File: src/rtl/core/tcfs_pkg.sv
// Shared types, constants and codes of the timed cue fire scheduler.
package tcfs_pkg;

    localparam int NUM_PINS_DEF = 64;
    localparam int TIME_W       = 32;
    localparam int PULSE_W      = 16;
    localparam int PIN_OUT_W    = 6;
    localparam int CFG_IDX_W    = 1;
    localparam int CFG_DATA_W   = 16;

    localparam logic               RUN_ENABLE_RST = 1'b0;
    localparam logic [PULSE_W-1:0] FIRE_PULSE_RST = 16'd100;

    typedef enum logic [CFG_IDX_W-1:0] {
        CFG_RUN_ENABLE = 1'd0,
        CFG_FIRE_PULSE = 1'd1
    } t_cfg_reg;

    typedef enum logic [1:0] {
        KIND_TICK    = 2'd0,
        KIND_LOAD    = 2'd1,
        KIND_SYNC    = 2'd2,
        KIND_RESTART = 2'd3
    } t_kind;

    typedef enum logic [1:0] {
        ST_IDLE,
        ST_SCAN,
        ST_RESULT
    } t_state;

    typedef struct packed {
        t_kind             kind;
        logic              armed;
        logic [5:0]        pin_index;
        logic [TIME_W-1:0] time_value;
    } t_item;

    typedef struct packed {
        logic                 fire_drive;
        logic                 fired_now;
        logic [PIN_OUT_W-1:0] selected_pin;
        logic [TIME_W-1:0]    show_clock;
    } t_result;

    // Commands from the sequencer to the fire-time table.
    typedef struct packed {
        logic load;
        logic clear_flags;
        logic scan_start;
        logic scan_step;
    } t_tbl_cmd;

    // Scan status back from the table.
    typedef struct packed {
        logic hit;
        logic done;
    } t_tbl_stat;

endpackage

File: src/rtl/core/tcfs_fire_table.sv
// Fire-time memory, fired flags and the one-entry-per-cycle due-time scan.
module tcfs_fire_table #(
    parameter int NUM_PINS = tcfs_pkg::NUM_PINS_DEF,
    parameter int PIN_W    = (NUM_PINS > 1) ? $clog2(NUM_PINS) : 1
) (
    input  logic                      i_clk,
    input  logic                      i_rst_n,
    input  tcfs_pkg::t_tbl_cmd        i_cmd,
    input  logic [PIN_W-1:0]          i_load_addr,
    input  logic [tcfs_pkg::TIME_W-1:0] i_load_data,
    input  logic [tcfs_pkg::TIME_W-1:0] i_show_time,
    output tcfs_pkg::t_tbl_stat       o_stat,
    output logic [PIN_W-1:0]          o_hit_idx
);
    localparam int CNT_W = $clog2(NUM_PINS + 1);

    logic [tcfs_pkg::TIME_W-1:0] r_mem [NUM_PINS];
    logic [tcfs_pkg::TIME_W-1:0] r_rd_data;
    logic [NUM_PINS-1:0]         r_fired;
    logic [CNT_W-1:0]            r_rd_idx;
    logic [PIN_W-1:0]            r_cmp_idx;
    logic                        r_cmp_valid;
    logic                        w_rd_ok;
    logic                        w_hit;
    logic                        w_last;

    assign w_rd_ok = (r_rd_idx < CNT_W'(NUM_PINS));
    assign w_hit   = r_cmp_valid && !r_fired[r_cmp_idx] && (i_show_time >= r_rd_data);
    assign w_last  = (r_cmp_idx == PIN_W'(NUM_PINS - 1));

    assign o_stat.hit  = w_hit;
    assign o_stat.done = r_cmp_valid && w_last && !w_hit;
    assign o_hit_idx   = r_cmp_idx;

    always_ff @(posedge i_clk) begin
        if (i_cmd.load) begin
            r_mem[i_load_addr] <= i_load_data;
        end
        if (i_cmd.scan_step && w_rd_ok) begin
            r_rd_data <= r_mem[r_rd_idx[PIN_W-1:0]];
        end
    end

    // Read address runs one entry ahead of the compare.
    always_ff @(posedge i_clk) begin
        if (!i_rst_n) begin
            r_rd_idx    <= '0;
            r_cmp_idx   <= '0;
            r_cmp_valid <= 1'b0;
        end else if (i_cmd.scan_start) begin
            r_rd_idx    <= '0;
            r_cmp_valid <= 1'b0;
        end else if (i_cmd.scan_step) begin
            r_cmp_valid <= w_rd_ok;
            r_cmp_idx   <= r_rd_idx[PIN_W-1:0];
            if (w_rd_ok) begin
                r_rd_idx <= r_rd_idx + CNT_W'(1);
            end
        end
    end

    always_ff @(posedge i_clk) begin
        if (!i_rst_n) begin
            r_fired <= '0;
        end else if (i_cmd.clear_flags) begin
            r_fired <= '0;
        end else if (i_cmd.scan_step && w_hit) begin
            r_fired[r_cmp_idx] <= 1'b1;
        end
    end

endmodule

File: config.mk
export PLATFORM = sky130hd
export DESIGN_NAME = tcfs_fire_table
export DESIGN_NICKNAME = d
export VERILOG_FILES = /design/src/rtl/core/tcfs_pkg.sv /design/src/rtl/core/tcfs_fire_table.sv
export SDC_FILE = /design/constraint.sdc
export NUM_CORES = 2
export LEC_CHECK = 0
export ABC_AREA = 1
export BUFFER_PORTS_ARGS = -buffer_cell sky130_fd_sc_hd__buf_2
export CORE_UTILIZATION = 65
export CTS_CLUSTER_DIAMETER = 60
export DETAILED_ROUTE_END_ITERATION = 10
export PLACE_DENSITY = 0.8
export RECOVER_POWER = 25
export SLEW_MARGIN = 25
export SYNTH_ARGS = -nofsm -noshare
export SYNTH_HDL_FRONTEND = slang
export SYNTH_SLANG_ARGS = --single-unit
File: constraint.sdc
create_clock -name i_clk -period 7.84 [get_ports i_clk]
set_input_delay 1.176 -clock i_clk [delete_from_list [all_inputs] [get_ports i_clk]]
set_output_delay 1.176 -clock i_clk [all_outputs]
set_load 0.01 [all_outputs]
==> impl_results.md <==
- Die area: 133,000 um^2
- Vias: 57,300
- Fin. max-slew vios: 1,560
- # rows: 132
- Failing checks: DRC, capacitance limit, slew limit
- CTS tree: built
- Crit path max fanout: 7
- Crit. End Element: output port
- Cts repair resizes: 0
- Seq/Total Area, Yosys: 75.0%
- R2R Setup Slk: 3.51 ns
- Top-Level Pins: 84
- DP HPWL: 117,000 um
- Total grt overflow: 0
- Number of buffers inserted by hold repair at cts: 0
- R2r endpoint: r_rd_data[26]$_DFFE_PP_
- Initial core utilization: 65.7%
- Clock-pin slew on the worst setup and hold paths: 0.06 ns
- Final wirelength: 234,000 um
- Final core occ: 72.3%
- First-pass GRT wire length: 341,000 um
- Worst Clk Skew: 0.0315 ns
- Final Hold Fails: 0
- Maximum clock path buffer count: 3
- Post-DRT Antenna Nets: 0
- Reg-to-Reg Start: r_rd_idx[0]$_SDFFE_PP0P_
- Top-area cell type share of the netlist area: 73.2%
- Register area: 64,000 um^2
- CORE AREA: 130,000 um^2
- Area contributors post-synth: edfxtp_1 (73%), o21ai_0 (6.1%), nor2_1 (5.2%)
- Cell-internal power: 0.0182 W
- Most common cell after layout, fill and taps aside: edfxtp_1
- Reg2Reg Depth: 9
- Post-Syn Instances: 6,551
- Area of the multi-input gates: 19,400 um^2
- Final #Nets: 6,633
- Final min period: 4.95 ns
- Switching power share of the total: 21.3%
- Worst-Margin Slew: 3.46 ns
- WS Path Type: reg -> out
- WL per Instance: 27.8 um
- Area grow syn2layout: 10.1%
- Post-Syn Area: 85,400 um^2
- Final setup TNS: 0 ns
- Syn Area/Cell: 13.0 um^2
- H-tree depth: 4
- Critical Path RT: 6.66 ns
- Tightest hold margin: 0.451 ns
- Pwr per Cell Area: 246 nW/um^2
- Syn. warnings: 0
- Clock root cell: clkbuf_16
- RePlAce Congestion: 0.867
- Post-synth top area cell: edfxtp_1
- Clk pwr share: 40.4%
- Share of post-route cells with drive strength above 1: 9.34%
- DR pass1 iterations: 10
- Capture point of the critical path: o_stat[0]
- Total CTS buffers: 206
- Worst hold path type: reg -> reg
- Sequential share of power: 55.3%
- Post-CTS Setup Bufs: 0
- Die Span X: 364 um
- Synth cell types: 34
- Largest net degree at the start of global routing: 237
- First DRT Iteration DRCs: 9,954
- Most frequent cells in the layout: edfxtp_1 (2,080), nor2_1 (1,117), o21ai_0 (1,047), nand2_1 (438), o22ai_1 (311)
- Peak supply drop: 204 uV
- Combinational power share: 4.3%
- Startpoint types: flop
- Vias in the first global route: 55,000
- Period utilization: 63.1%
- Unrepaired setup endpoints after global routing: no
- Fmax: 0.202 GHz
- MaxCap Viol Count: 24
- Status: finished with violations
- Crit path arrival time: 3.77 ns
- Worst-skew pair later-pin latency: 0.85 ns
- Setup violations, final: 0
- Crit path from: r_rd_data[25]$_DFFE_PP_
- Die H: 364 um
- IO Port Bufs: 83
- Net Count, Synth: 6,660
- Psw: 0.00493 W
- Vias per cell: 6.81
- Leakage power: 30.0 nW
- CTS Sinks: 2,158
- Slew margin rel.: -131%
- DRC violations left: 2
- Total track usage: 35.2%
- Initial antenna violation count: 18
- Fillers: 7,903
- #FFs+latches synth: 2,158
==> per-layer routing <==
layer	vias up	share of wire, %	global-route usage, %
met4	26	5.4	18.9
met2	4572	46	53.9
met1	27700	34	47.3
li1	24300	-	-
met3	682	15	8.27
met5	-	0.073	0
==> worst max-delay path: stages (launching register included) <==
cell	delay (ns)
edfxtp_1	0.65
inv_1	0.18
ha_1	0.35
a21oi_1	0.23
o21ai_0	0.13
nand2_1	0.08
nand2_1	0.05
a21oi_1	0.11
nand2_1	0.06
nor2_1	0.54
nor2_4	0.14
nor4_1	0.23
buf_2	0.19
==> synth_stat cells <==
| cell | count |
|---|---|
| a211oi_1 | 1 |
| a21o_1 | 1 |
| a21oi_1 | 122 |
| a21oi_2 | 31 |
| a31oi_1 | 1 |
| buf_1 | 23 |
| buf_2 | 71 |
| buf_4 | 7 |
| buf_6 | 4 |
| buf_8 | 4 |
| clkbuf_1 | 360 |
| clkinv_1 | 4 |
| dfxtp_1 | 78 |
| edfxtp_1 | 2080 |
| ha_1 | 33 |
| inv_1 | 127 |
| inv_2 | 3 |
| inv_4 | 1 |
| nand2_1 | 439 |
| nand3_1 | 253 |
| nand3_2 | 42 |
| nand4_1 | 49 |
| nor2_1 | 1176 |
| nor2_2 | 1 |
| nor3_1 | 9 |
| nor3b_1 | 1 |
| nor4_1 | 9 |
| nor4_2 | 1 |
| o211ai_1 | 55 |
| o21a_1 | 2 |
| o21ai_0 | 1047 |
| o21ai_1 | 4 |
| o221ai_1 | 201 |
| o22ai_1 | 311 |
==> stage by stage <==
| stage | total power (W) | std cells | setup WS [ns] | cell area [um^2] |
|---|---|---|---|---|
| 2_1_floorplan | 0.0135 | 6551 | 2.53 | 85400 |
| 3_3_place_gp | 0.0139 | 8056 | 3.32 | 87800 |
| 3_5_place_dp | 0.0140 | 8058 | 3.23 | 87900 |
| 4_1_cts | 0.0231 | 8415 | 2.95 | 94100 |
| 5_1_grt | 0.0236 | 8417 | 2.83 | 94000 |
| 6_report | 0.0231 | 8419 | 2.89 | 94000 |
==> sequential cells by signal, indices dropped and copies added (netlist names) <==
register and cells:
r_rd_idx 7, r_rd_data 32, r_cmp_valid 1, r_fired 64, o_hit_idx 6, r_mem 2048
==> how the worst min path moves through the flow <==
stage | start | end | slack, ns | cells past startpoint
2_1_floorplan | r_fired[44]$_SDFFE_PP0P_ | r_fired[44]$_SDFFE_PP0P_ | 0.43 | 2
3_3_place_gp | r_fired[29]$_SDFFE_PP0P_ | r_fired[29]$_SDFFE_PP0P_ | 0.44 | 2
3_5_place_dp | r_fired[58]$_SDFFE_PP0P_ | r_fired[58]$_SDFFE_PP0P_ | 0.44 | 2
4_1_cts | r_fired[51]$_SDFFE_PP0P_ | r_fired[51]$_SDFFE_PP0P_ | 0.45 | 2
5_1_grt | r_fired[46]$_SDFFE_PP0P_ | r_fired[46]$_SDFFE_PP0P_ | 0.47 | 2
6_report | r_fired[58]$_SDFFE_PP0P_ | r_fired[58]$_SDFFE_PP0P_ | 0.45 | 2
==> power groups by stage <==
stage	logic (W)	clock network [W]	registers, W
5_1_grt	0.00106	0.00978	0.0128
4_1_cts	0.000972	0.00933	0.0128
3_3_place_gp	0.000923	0	0.0130
2_1_floorplan	0.000508	0	0.0130
6_report	0.000998	0.00933	0.0128
3_5_place_dp	0.000962	0	0.0130
==> layout make-up <==
class | count | share of cell area, %
inverter | 135 | 0.571
timing repair buffer | 234 | 1.75
multi-input combinational | 3789 | 20.6
sequential | 2158 | 68.1
clock buffer | 261 | 5.79
tap | 1742 | 2.32
antenna | 4 | 0.0106
clock inverter | 96 | 0.821
==> logic make-up (layout without fill, tap and decap cells) <==
kind of cell               after synthesis  count (layout)  synth area share [%]
AOI/OAI and AO/OA                     1776            1776                  12.1
adders and majority gates               33              33                 0.484
buffers and inverters                  604             726                  2.88
DFF                                   2158            2158                  75.0
other                                    0               4                     0
and+or+nand+nor                       1980            1980                  9.58
Power figures use the tool's default switching activity.
